`config.mk`:
```
export PLATFORM = sky130hd
export DESIGN_NAME = lsb_stego_extractor_top
export DESIGN_NICKNAME = d
export VERILOG_FILES = /design/src/hw/rtl/lse_pkg.sv /design/src/hw/rtl/lse_cfg_regs.sv /design/src/hw/rtl/lse_core.sv /design/src/hw/rtl/lse_out_buf.sv /design/src/hw/rtl/lsb_stego_extractor_top.sv
export SDC_FILE = /design/constraint.sdc
export NUM_CORES = 1
export LEC_CHECK = 0
export ABC_AREA = 1
export ABC_CLOCK_PERIOD_IN_PS = 7700
export CAP_MARGIN = 20
export CORE_ASPECT_RATIO = 0.8
export CORE_MARGIN = 5
export CORE_UTILIZATION = 60
export DETAILED_ROUTE_END_ITERATION = 10
export DONT_BUFFER_PORTS = 1
export GPL_ROUTABILITY_DRIVEN = 1
export HOLD_SLACK_MARGIN = 0.15
export MAX_ROUTING_LAYER = met4
export PLACE_DENSITY = 0.76
export SLEW_MARGIN = 20
export SYNTH_ARGS = -nofsm -noshare
export SYNTH_HDL_FRONTEND = slang
export SYNTH_SLANG_ARGS = --single-unit
```
`constraint.sdc`:
```
create_clock -name clk -period 7.7 [get_ports clk]
set_clock_uncertainty 0.15 [all_clocks]
set_input_delay 1.155 -clock clk [delete_from_list [all_inputs] [get_ports clk]]
set_output_delay 1.155 -clock clk [all_outputs]
set_load 0.1 [all_outputs]
```
`src/hw/rtl/lse_pkg.sv`:
```
`timescale 1ns / 1ps
`default_nettype none

package lse_pkg;

  // Decode phases, one-hot
  typedef enum logic [6:0] {
    PH_HEADER  = 7'b0000001,
    PH_PASS    = 7'b0000010,
    PH_EXT_LEN = 7'b0000100,
    PH_EXT     = 7'b0001000,
    PH_SIZE    = 7'b0010000,
    PH_DATA    = 7'b0100000,
    PH_STOP    = 7'b1000000
  } phase_t;

  // Result kinds
  typedef enum logic [2:0] {
    KIND_EXT    = 3'd0,
    KIND_DATA   = 3'd1,
    KIND_OK     = 3'd2,
    KIND_REJECT = 3'd3,
    KIND_EMPTY  = 3'd4
  } kind_t;

  // Register indexes on the write port
  localparam logic [1:0] REG_PASS_CHARS  = 2'd0;
  localparam logic [1:0] REG_PASS_LEN    = 2'd1;
  localparam logic [1:0] REG_HEADER_SKIP = 2'd2;

  localparam logic [3:0] PASS_LEN_RESET    = 4'd1;
  localparam logic [7:0] HEADER_SKIP_RESET = 8'd54;

  typedef struct packed {
    logic [63:0] pass_chars;
    logic [3:0]  pass_len;
    logic [7:0]  header_skip;
  } cfg_t;

  typedef struct packed {
    logic [7:0] data;
    kind_t      kind;
    logic       last;
  } result_t;

endpackage

`default_nettype wire

```
`src/hw/rtl/lse_cfg_regs.sv`:
```
`timescale 1ns / 1ps
`default_nettype none

module lse_cfg_regs (
  input  wire logic        clk,
  input  wire logic        rst,
  input  wire logic        cfg_we,
  input  wire logic [1:0]  cfg_index,
  input  wire logic [63:0] cfg_data,
  output lse_pkg::cfg_t    cfg
);

  // Register file with index decode; unknown indexes are dropped
  always_ff @(posedge clk) begin
    if (rst) begin
      cfg.pass_chars  <= '0;
      cfg.pass_len    <= lse_pkg::PASS_LEN_RESET;
      cfg.header_skip <= lse_pkg::HEADER_SKIP_RESET;
    end else if (cfg_we) begin
      unique case (cfg_index)
        lse_pkg::REG_PASS_CHARS:  cfg.pass_chars  <= cfg_data;
        lse_pkg::REG_PASS_LEN:    cfg.pass_len    <= cfg_data[3:0];
        lse_pkg::REG_HEADER_SKIP: cfg.header_skip <= cfg_data[7:0];
        default: ;
      endcase
    end
  end

endmodule

`default_nettype wire

```
`src/hw/rtl/lse_core.sv`:
```
`timescale 1ns / 1ps
`default_nettype none

module lse_core #(
  parameter int MAX_PASS_CHARS = 8,
  parameter int SIZE_WORD_BITS = 32
) (
  input  wire logic       clk,
  input  wire logic       rst,
  input  wire logic       accept,
  input  wire logic       data_bit,
  input  wire lse_pkg::cfg_t cfg,
  output logic            res_valid,
  output lse_pkg::result_t res
);

  localparam int BitCntW = $clog2(SIZE_WORD_BITS);
  localparam logic [BitCntW-1:0] CharLast = BitCntW'(7);
  localparam logic [BitCntW-1:0] WordLast = BitCntW'(SIZE_WORD_BITS - 1);
  localparam logic [3:0] MaxLen = 4'(MAX_PASS_CHARS);

  lse_pkg::phase_t           phase, phase_next;
  logic [7:0]                header_count, header_count_next;
  logic [BitCntW-1:0]        bit_count, bit_count_next;
  logic [SIZE_WORD_BITS-1:0] shift_word, shift_word_next;
  logic [SIZE_WORD_BITS-1:0] item_count, item_count_next;
  logic [2:0]                pass_index, pass_index_next;
  logic                      mismatch_seen, mismatch_seen_next;

  logic [SIZE_WORD_BITS-1:0] shifted;
  logic [SIZE_WORD_BITS-1:0] item_dec;
  logic                      char_done, word_done;
  logic [7:0]                expect_char;
  logic                      mismatch_now;
  logic [3:0]                eff_len;
  logic                      pass_last;

  // Shared datapath terms
  assign shifted      = {shift_word[SIZE_WORD_BITS-2:0], data_bit};
  assign item_dec     = item_count - 1'b1;
  assign char_done    = (bit_count == CharLast);
  assign word_done    = (bit_count == WordLast);
  assign expect_char  = cfg.pass_chars[{pass_index, 3'b000} +: 8];
  assign mismatch_now = mismatch_seen | (shifted[7:0] != expect_char);

  // Passcode length clamped to 1..MAX_PASS_CHARS
  always_comb begin
    priority if (cfg.pass_len == 4'd0) eff_len = 4'd1;
    else if (cfg.pass_len > MaxLen)    eff_len = MaxLen;
    else                               eff_len = cfg.pass_len;
  end
  assign pass_last = (({1'b0, pass_index} + 4'd1) >= eff_len);

  // Per-byte decode step
  always_comb begin
    phase_next         = phase;
    header_count_next  = header_count;
    bit_count_next     = bit_count;
    shift_word_next    = shift_word;
    item_count_next    = item_count;
    pass_index_next    = pass_index;
    mismatch_seen_next = mismatch_seen;
    res_valid          = 1'b0;
    res.data           = 8'd0;
    res.kind           = lse_pkg::KIND_EXT;
    res.last           = 1'b0;

    priority if (!accept) begin
    end else if (phase == lse_pkg::PH_HEADER && header_count < cfg.header_skip) begin
      header_count_next = header_count + 8'd1;
    end else if (phase == lse_pkg::PH_HEADER || phase == lse_pkg::PH_PASS) begin
      // header done: this byte already carries the first passcode bit
      phase_next = lse_pkg::PH_PASS;
      if (char_done) begin
        bit_count_next     = '0;
        shift_word_next    = '0;
        mismatch_seen_next = mismatch_now;
        if (pass_last) begin
          res_valid = 1'b1;
          if (mismatch_now) begin
            phase_next = lse_pkg::PH_STOP;
            res.kind   = lse_pkg::KIND_REJECT;
            res.last   = 1'b1;
          end else begin
            phase_next = lse_pkg::PH_EXT_LEN;
            res.kind   = lse_pkg::KIND_OK;
          end
        end else begin
          pass_index_next = pass_index + 3'd1;
        end
      end else begin
        bit_count_next  = bit_count + 1'b1;
        shift_word_next = shifted;
      end
    end else begin
      unique case (phase)
        lse_pkg::PH_EXT_LEN: begin
          if (word_done) begin
            bit_count_next  = '0;
            shift_word_next = '0;
            item_count_next = shifted;
            phase_next      = (shifted == '0) ? lse_pkg::PH_SIZE : lse_pkg::PH_EXT;
          end else begin
            bit_count_next  = bit_count + 1'b1;
            shift_word_next = shifted;
          end
        end
        lse_pkg::PH_EXT: begin
          if (char_done) begin
            bit_count_next  = '0;
            shift_word_next = '0;
            item_count_next = item_dec;
            if (item_dec == '0) phase_next = lse_pkg::PH_SIZE;
            res_valid = 1'b1;
            res.data  = shifted[7:0];
            res.kind  = lse_pkg::KIND_EXT;
          end else begin
            bit_count_next  = bit_count + 1'b1;
            shift_word_next = shifted;
          end
        end
        lse_pkg::PH_SIZE: begin
          if (word_done) begin
            bit_count_next  = '0;
            shift_word_next = '0;
            item_count_next = shifted;
            if (shifted == '0) begin
              phase_next = lse_pkg::PH_STOP;
              res_valid  = 1'b1;
              res.kind   = lse_pkg::KIND_EMPTY;
              res.last   = 1'b1;
            end else begin
              phase_next = lse_pkg::PH_DATA;
            end
          end else begin
            bit_count_next  = bit_count + 1'b1;
            shift_word_next = shifted;
          end
        end
        lse_pkg::PH_DATA: begin
          if (char_done) begin
            bit_count_next  = '0;
            shift_word_next = '0;
            item_count_next = item_dec;
            res_valid = 1'b1;
            res.data  = shifted[7:0];
            res.kind  = lse_pkg::KIND_DATA;
            if (item_dec == '0) begin
              phase_next = lse_pkg::PH_STOP;
              res.last   = 1'b1;
            end
          end else begin
            bit_count_next  = bit_count + 1'b1;
            shift_word_next = shifted;
          end
        end
        default: ;  // stopped: input is dropped
      endcase
    end
  end

  // State registers
  always_ff @(posedge clk) begin
    if (rst) begin
      phase         <= lse_pkg::PH_HEADER;
      header_count  <= '0;
      bit_count     <= '0;
      shift_word    <= '0;
      item_count    <= '0;
      pass_index    <= '0;
      mismatch_seen <= 1'b0;
    end else begin
      phase         <= phase_next;
      header_count  <= header_count_next;
      bit_count     <= bit_count_next;
      shift_word    <= shift_word_next;
      item_count    <= item_count_next;
      pass_index    <= pass_index_next;
      mismatch_seen <= mismatch_seen_next;
    end
  end

`ifndef SYNTHESIS
  // Nothing comes out once the stream is finished or rejected
  a_stop_silent: assert property (@(posedge clk) disable iff (rst)
    phase == lse_pkg::PH_STOP |-> !res_valid)
    else $error("result produced after stop");

  // A finishing result always parks the decoder
  a_last_stops: assert property (@(posedge clk) disable iff (rst)
    res_valid && res.last |=> phase == lse_pkg::PH_STOP)
    else $error("last result without stop");

  // Accept verdict moves on to the extension length
  a_ok_next: assert property (@(posedge clk) disable iff (rst)
    res_valid && res.kind == lse_pkg::KIND_OK |=> phase == lse_pkg::PH_EXT_LEN)
    else $error("accept verdict without extension length phase");
`endif

endmodule

`default_nettype wire

```
`src/hw/rtl/lse_out_buf.sv`:
```
`timescale 1ns / 1ps
`default_nettype none

module lse_out_buf (
  input  wire logic          clk,
  input  wire logic          rst,
  input  wire logic          push,
  input  wire lse_pkg::result_t push_res,
  input  wire logic          out_stall,
  output logic               out_valid,
  output lse_pkg::result_t   out_res,
  output logic               full
);

  logic             skid_valid;
  lse_pkg::result_t skid_res;
  logic             pop;

  assign pop  = out_valid & ~out_stall;
  assign full = skid_valid;

  // Valid flags
  always_ff @(posedge clk) begin
    if (rst) begin
      out_valid  <= 1'b0;
      skid_valid <= 1'b0;
    end else if (skid_valid) begin
      if (pop) skid_valid <= 1'b0;
    end else if (push) begin
      if (!out_valid || pop) out_valid  <= 1'b1;
      else                   skid_valid <= 1'b1;
    end else if (pop) begin
      out_valid <= 1'b0;
    end
  end

  // Payload: output register and skid slot
  always_ff @(posedge clk) begin
    if (skid_valid) begin
      if (pop) out_res <= skid_res;
    end else if (push) begin
      if (!out_valid || pop) out_res  <= push_res;
      else                   skid_res <= push_res;
    end
  end

endmodule

`default_nettype wire

```
`src/hw/rtl/lsb_stego_extractor_top.sv`:
```
`timescale 1ns / 1ps
`default_nettype none

// LSB stego extractor.
// Input channel: one image byte per request (in_valid / in_stall / image_byte).
// The first header_skip bytes are dropped; afterwards bit 0 of each byte is a
// hidden bit, gathered MSB first into passcode characters, a length word,
// extension characters, a size word and secret data bytes.
// Output channel: out_valid / out_stall with out_byte, out_kind, is_last.
// Kinds: extension char, data byte, passcode accepted, rejected, empty secret.
// A result is registered into the output register, or into the skid slot when
// the output is stalled. Throughput: one image byte per cycle while in_stall
// is low; the decode step is one pass through the bit shifter and counters
// between the input and the output register. A stalled result sits in the
// output register; one more result goes to a skid slot, and in_stall is
// raised while that slot is occupied. After a reject, an empty secret or the
// last data byte, input is taken and dropped until reset. Reset (rst,
// synchronous): decoder back to header skip, registers to their defaults
// (passcode_length 1, header_skip 54), output channel emptied. The user must
// write registers via cfg_we/cfg_index/cfg_data only while idle; unenforced.
module lsb_stego_extractor_top #(
  parameter int MAX_PASS_CHARS = 8,
  parameter int SIZE_WORD_BITS = 32
) (
  input  wire logic        clk,
  input  wire logic        rst,
  input  wire logic        cfg_we,
  input  wire logic [1:0]  cfg_index,
  input  wire logic [63:0] cfg_data,
  input  wire logic        in_valid,
  output logic             in_stall,
  input  wire logic [7:0]  image_byte,
  output logic             out_valid,
  input  wire logic        out_stall,
  output logic [7:0]       out_byte,
  output logic [2:0]       out_kind,
  output logic             is_last
);

  lse_pkg::cfg_t    cfg;
  lse_pkg::result_t core_res;
  lse_pkg::result_t out_res;
  logic             core_valid;
  logic             accept;
  logic             buf_full;

  assign in_stall = buf_full;
  assign accept   = in_valid & ~buf_full;

  lse_cfg_regs u_cfg (
    .clk       (clk),
    .rst       (rst),
    .cfg_we    (cfg_we),
    .cfg_index (cfg_index),
    .cfg_data  (cfg_data),
    .cfg       (cfg)
  );

  lse_core #(
    .MAX_PASS_CHARS (MAX_PASS_CHARS),
    .SIZE_WORD_BITS (SIZE_WORD_BITS)
  ) u_core (
    .clk       (clk),
    .rst       (rst),
    .accept    (accept),
    .data_bit  (image_byte[0]),
    .cfg       (cfg),
    .res_valid (core_valid),
    .res       (core_res)
  );

  lse_out_buf u_out (
    .clk       (clk),
    .rst       (rst),
    .push      (core_valid),
    .push_res  (core_res),
    .out_stall (out_stall),
    .out_valid (out_valid),
    .out_res   (out_res),
    .full      (buf_full)
  );

  assign out_byte = out_res.data;
  assign out_kind = out_res.kind;
  assign is_last  = out_res.last;

endmodule

`default_nettype wire
```
After elaboration in Yosys (flattened, before gate mapping)
Cells that the tools add are included.
- input bits: 79
- register bits: 189
- word-level logic and storage cells: 147
- reduce and logical (&&, ||, !) cells: 28
- muxes and demuxes: 62
- add/subtract/negate cells: 5
- equal/unequal tests: 21
- shift-type cells: 1
- bitwise logic cells: 9
- $lt $le $gt $ge: 3
- operators with widths (kind ; count):
    two-way mux 31 bit ; 3
    two-way mux 12 bit ; 7
    two-way mux 7 bit ; 11
    logical NOT 32 bit ; 2
    two-way mux 32 bit ; 2
    case mux 32 bit (2 select lines) ; 1
    variable part select 64 x 7 -> 8 bit ; 1
    case mux 31 bit (2 select lines) ; 1
    subtractor 32 x 1 -> 32 bit, second input constant ; 1
    two-way mux 4 bit ; 7
    case mux 7 bit (4 select lines) ; 1
    two-way mux 5 bit ; 4
    two-way mux 1 bit ; 18
    inequality test 3 x 1 -> 1 bit, second input constant ; 6
    case mux 8 bit (2 select lines) ; 1
    AND reduction 3 bit ; 4
    two-way mux 11 bit ; 1
    case mux 5 bit (2 select lines) ; 1
    case mux 3 bit (3 select lines) ; 1
    AND reduction 9 bit ; 1
    adder 8 x 1 -> 8 bit, second input constant ; 1
    less-than comparator 8 bit ; 1
    two-way mux 8 bit ; 1
    inequality test 8 bit ; 1
    other kinds (34) ; 51

Depth between registers and ports, before layout
- depth in word-level cells: 12
- mapped depth: 18
- gate-level depth less buffers: 18

Modules after synthesis
From an unflattened synthesis, not the netlist that was laid out.
- cells, all modules: 1615
- area total of the unflattened synthesis: 10571.4 µm²
- by module, submodules not included (module ; area each (µm²) ; sequential area each (µm²) ; times used ; cells each):
    lse_core ; 6165.9 ; 1741.7 ; 1 ; 1040
    lse_cfg_regs ; 3362.0 ; 1521.5 ; 1 ; 490
    lse_out_buf ; 1033.5 ; 760.7 ; 1 ; 83
    lsb_stego_extractor_top ; 10.0 ; 0.0 ; 1 ; 2

Worst setup path before layout
No wires, ideal clock.
- path kind: input-to-reg
- start point: input port image_byte[0]
- end point: register u_out.skid_res[0] in the netlist's numbering, enable pin
- library setup time: 396 ps
- path slack: 4327 ps
- arrival time: 2826 ps
- stages on the path: 7
- cell sequence: nor4_1 nand4_1 nor2_1 nand3_1 nand3_1 nand3_1 nor3_1
- longest elaborated chain between the ends: 8
- RTL lines (item ; RTL line ; RTL):
    start: declaration ; lsb_stego_extractor_top.sv:32 ; input wire logic [7:0] image_byte,
    logical NOT 32 bit ; lse_core.sv:127 ; if (shifted == '0) begin
    two-way mux 1 bit ; lse_core.sv:127 ;
    two-way mux 1 bit ; lse_core.sv:123 ; if (word_done) begin
    case mux 1 bit (2 select lines) ; lse_core.sv:96 ; unique case (phase)
    two-way mux 1 bit ; lse_core.sv:71 ; end else if (phase == lse_pkg::PH_HEADER || phase == lse_pkg::PH_PASS) begin
    two-way mux 1 bit ; lse_core.sv:69 ; end else if (phase == lse_pkg::PH_HEADER && header_count < cfg.header_skip) begin
    two-way mux 1 bit ; lse_core.sv:68 ; priority if (!accept) begin
    AND reduction 3 bit (no line) ; n/a ;
    end signal: assignment ; lse_out_buf.sv:43 ; else skid_res <= push_res;
    end: declaration ; lse_out_buf.sv:16 ; lse_pkg::result_t skid_res;
No other way between the ends.
A chain may end at the register's enable or synchronous reset.

Worst setup path after layout
- start point: register u_core.pass_index[1]
- end point: register, netlist name u_out.out_res[2]
- longest elaborated chain between the ends: 9
- RTL lines (item ; RTL line ; RTL):
    start: declaration ; lse_core.sv:27 ; logic [2:0] pass_index, pass_index_next;
    start signal: assignment ; lse_core.sv:178 ; pass_index <= pass_index_next;
    adder 3 x 1 -> 4 bit ; lse_core.sv:52 ; assign pass_last = (({1'b0, pass_index} + 4'd1) >= eff_len);
    >= comparator 4 bit ; lse_core.sv:52 ;
    two-way mux 1 bit ; lse_core.sv:78 ; if (pass_last) begin
    two-way mux 1 bit ; lse_core.sv:74 ; if (char_done) begin
    two-way mux 1 bit ; lse_core.sv:71 ;
    two-way mux 1 bit ; lse_core.sv:69 ;
    two-way mux 1 bit ; lse_core.sv:68 ;
    nonzero test 2 bit (no line) ; n/a ;
    AND reduction 3 bit (no line) ; n/a ;
No other way between the ends.

==> impl_metrics.env <==
export IMPL_drt_iter0_drc=841
export IMPL_ys_seq_elements=189
export IMPL_grt_pass1_wl_microns=39100
export IMPL_ys_seq_area_share_pct=41.9
export IMPL_worstHoldEndpoint="u_cfg.cfg[8]"
export IMPL_dieArea_sq_um=18600
export IMPL_grt_start_max_net_pins=104
export IMPL_wl_per_cell_microns=15.2
export IMPL_fmax_mhz=311
export IMPL_synth_top_family_by_area="simple AND/OR/NAND/NOR gates"
export IMPL_ys_flop_type="dfxtp_1"
export IMPL_rsz0062_at_grt="no"
export IMPL_crit_path_start="u_core.pass_index[1]"
export IMPL_clk_pin_slew_ps=70
export IMPL_critPathKind="register to register"
export IMPL_finalSetupViolCount=0
export IMPL_track_usage_pct=27.1
export IMPL_syn_num_nets=1485
export IMPL_cap_violations=0
export IMPL_n_antenna_cell=0
export IMPL_synth_cell_types=38
export IMPL_r2r_end="u_out.out_res[2]"
export IMPL_cts_hold_buffers=0
export IMPL_antenna_found_initial=0
export IMPL_synth_warnings=0
export IMPL_hp_start="u_cfg.cfg[8]"
export IMPL_syn_inst=1389
export IMPL_cp_arrival_ps=3140
export IMPL_firstDrtPassIters=5
export IMPL_cts_root_buf="clkbuf_16"
export IMPL_die_width_microns=151
export IMPL_clock_sinks=189
export IMPL_tns_ps=0
export IMPL_grt_pass1_vias=7907
export IMPL_min_path_type="register to register"
export IMPL_place_port_buffers=0
export IMPL_power_leakage_nw=4.59
export IMPL_row_count=41
export IMPL_cp_max_fo=21
export IMPL_r2r_slack_ps=4490
export IMPL_cp_start_kind="register"
export IMPL_synth_compound_gate_area_share_pct=19.3
export IMPL_synthSimpleGateAreaFrac_pct=27.6
export IMPL_synth_xor_area_share_pct=0.821
export IMPL_area_growth_syn_to_layout_pct=7.21
export IMPL_r2r_start="u_core.pass_index[1]"
export IMPL_min_path_cells=2
export IMPL_cts_tree="yes"
export IMPL_place_gp_congestion=0.955
export IMPL_fin_crit_ps=3210
export IMPL_multi_input_area_sq_um=4800
export IMPL_nets=1445
export IMPL_vias=8899
export IMPL_synth_fa_ha_area_share_pct=2.22
export IMPL_worst_pin_slew_ps=1070
export IMPL_drc=0
export IMPL_vias_per_cell=5.64
export IMPL_power_density_nw_per_um2=291
export IMPL_peakVddDrop_v=0.000219
export IMPL_ant_nets=0
export IMPL_drt_total_wl_microns=24000
export IMPL_syn_avg_cell_area_sq_um=6.91
export IMPL_grt_overflow=0
export IMPL_outcome="completed"
export IMPL_r2r_cells=13
export IMPL_cts_buffers_inserted=17
export IMPL_post_route_cells_drive_above_1_share_pct=5.73
export IMPL_synth_edf_count=24
export IMPL_io_pins=93
export IMPL_dp_hpwl_microns=16600
export IMPL_async_flop_share_pct=0
export IMPL_total_power_mw=2.99
export IMPL_clockBufferDepth=2
export IMPL_synthMuxAreaShare_pct=0
export IMPL_die_height_microns=123
export IMPL_postCtsSetupBuffers=0
export IMPL_ctsResizeCount=0
export IMPL_hold_viol=0
export IMPL_period_share_pct=41.7
export IMPL_slew_headroom_pct=28.3
export IMPL_required_ps=7630
export IMPL_endpoint_kind="register"
export IMPL_cts_max_level=4
export IMPL_slew_viol_final=0
export IMPL_syn_area_sq_um=9600
export IMPL_core_area_sq_um=15700
export IMPL_fill_cells=1459
export IMPL_start_util_pct=60.9
export IMPL_worstSkewPairLatency_ps=440
export IMPL_ff_latch_area_sq_um=4020
==> sequential cells by signal, summed over array words and instances, names as in the netlist, 3 cells and up <==
signal / count
u_core.header_count: 8
u_core.pass_index: 3
u_core.bit_count: 5
u_core.shift_word: 31
u_out.out_res: 12
u_core.item_count: 32
u_out.skid_res: 12
u_cfg.cfg: 76
u_core.phase: 7
==> routing by layer <==
metal  vias to the layer above  GRT usage (%)  routed length, microns
met5                         -              -                       0
met4                         0           6.63                     361
met3                        31           4.58                    1850
met2                       294           39.3                   10400
met1                      4059           39.4                   11400
li1                       4515              -                       -
==> layout by cell type (no fill, tap or decap), drive strengths merged, types with 2 or more instances in the layout <==
cell,Yosys,final
o211a,2,2
o22ai,4,4
a211oi,27,27
clkinv,1,5
buf,27,9
o211ai,8,8
dfxtp,165,165
edfxtp,24,24
clkbuf,41,18
nor2,293,293
nor3,20,20
ha,17,17
a21o,8,8
bufinv,0,2
nand4,17,17
inv,125,133
o21ai,197,197
xor2,8,8
and3,2,2
nand2,234,234
a21oi,95,95
nand3,61,61
nor4,8,8
==> Yosys cell counts, types with 17 or more instances <==
| cell | number | area, sq um |
|---|---|---|
| nor2_1 | 275 | 1030 |
| nand2_1 | 226 | 848 |
| o21ai_0 | 191 | 956 |
| dfxtp_1 | 165 | 3300 |
| inv_1 | 123 | 462 |
| a21oi_1 | 95 | 475 |
| nand3_1 | 60 | 300 |
| clkbuf_1 | 40 | 150 |
| a211oi_1 | 27 | 203 |
| edfxtp_1 | 24 | 721 |
| buf_2 | 19 | 95.1 |
| nor3_1 | 19 | 95.1 |
| ha_1 | 17 | 213 |
| nand4_1 | 17 | 106 |
| nor2_2 | 17 | 106 |
==> where the power goes <==
part	internal (mW)	switching (mW)	total, mW
combinational	0.248	0.489	0.737
clock	0.508	0.429	0.937
sequential	1.10	0.223	1.32
==> stage by stage <==
stage	setup WS, ps	area (sq um)	hold WS [ps]	cells	utilization, %
5_1_grt	4110	10300	343	1577	65.3
4_1_cts	3950	10300	319	1576	65.1
6_report	4490	10300	316	1577	65.3
3_5_place_dp	3880	9620	301	1544	61.1
3_3_place_gp	3880	9620	298	1544	61.1
2_1_floorplan	4330	9600	277	1389	-
==> worst max path at each step <==
stage,endpoint,slack [ps],cells past startpoint
6_report,u_out.out_res[2],4490,13
5_1_grt,u_core.phase[6],4110,14
4_1_cts,u_core.phase[6],3950,14
3_5_place_dp,u_out.out_res[7],3880,7
3_3_place_gp,u_out.out_res[9],3880,7
2_1_floorplan,u_out.skid_res[0],4330,7
==> layout make-up <==
| class | instances | area share, % |
|---|---|---|
| multi-input combinational | 1006 | 46.7 |
| sequential | 189 | 39.1 |
| inverter | 126 | 4.60 |
| clock buffer | 18 | 4.27 |
| tap | 215 | 2.61 |
| clock inverter | 14 | 1.87 |
| timing repair buffer | 9 | 0.851 |
==> cell families (layout without fill, tap and decap cells) <==
| kind of cell | after synthesis | in the layout |
|---|---|---|
| simple gates | 637 | 637 |
| compound gates | 343 | 343 |
| buf+inv | 194 | 167 |
| flops | 189 | 189 |
| fa+ha+maj | 17 | 17 |
| xor+xnor | 9 | 9 |
==> worst max-delay path, stage by stage (launching register included) <==
cell and delay [ps]:
dfxtp_1 310, buf_4 210, inv_1 440, nor3_1 110, ha_1 320, nand2_1 50, inv_1 60, o21ai_0 80
nand2_1 60, a31o_2 120, nand2_1 90, nand2_1 140, nand3_1 130, a21oi_2 550
(Power assumes the default switching activity.)
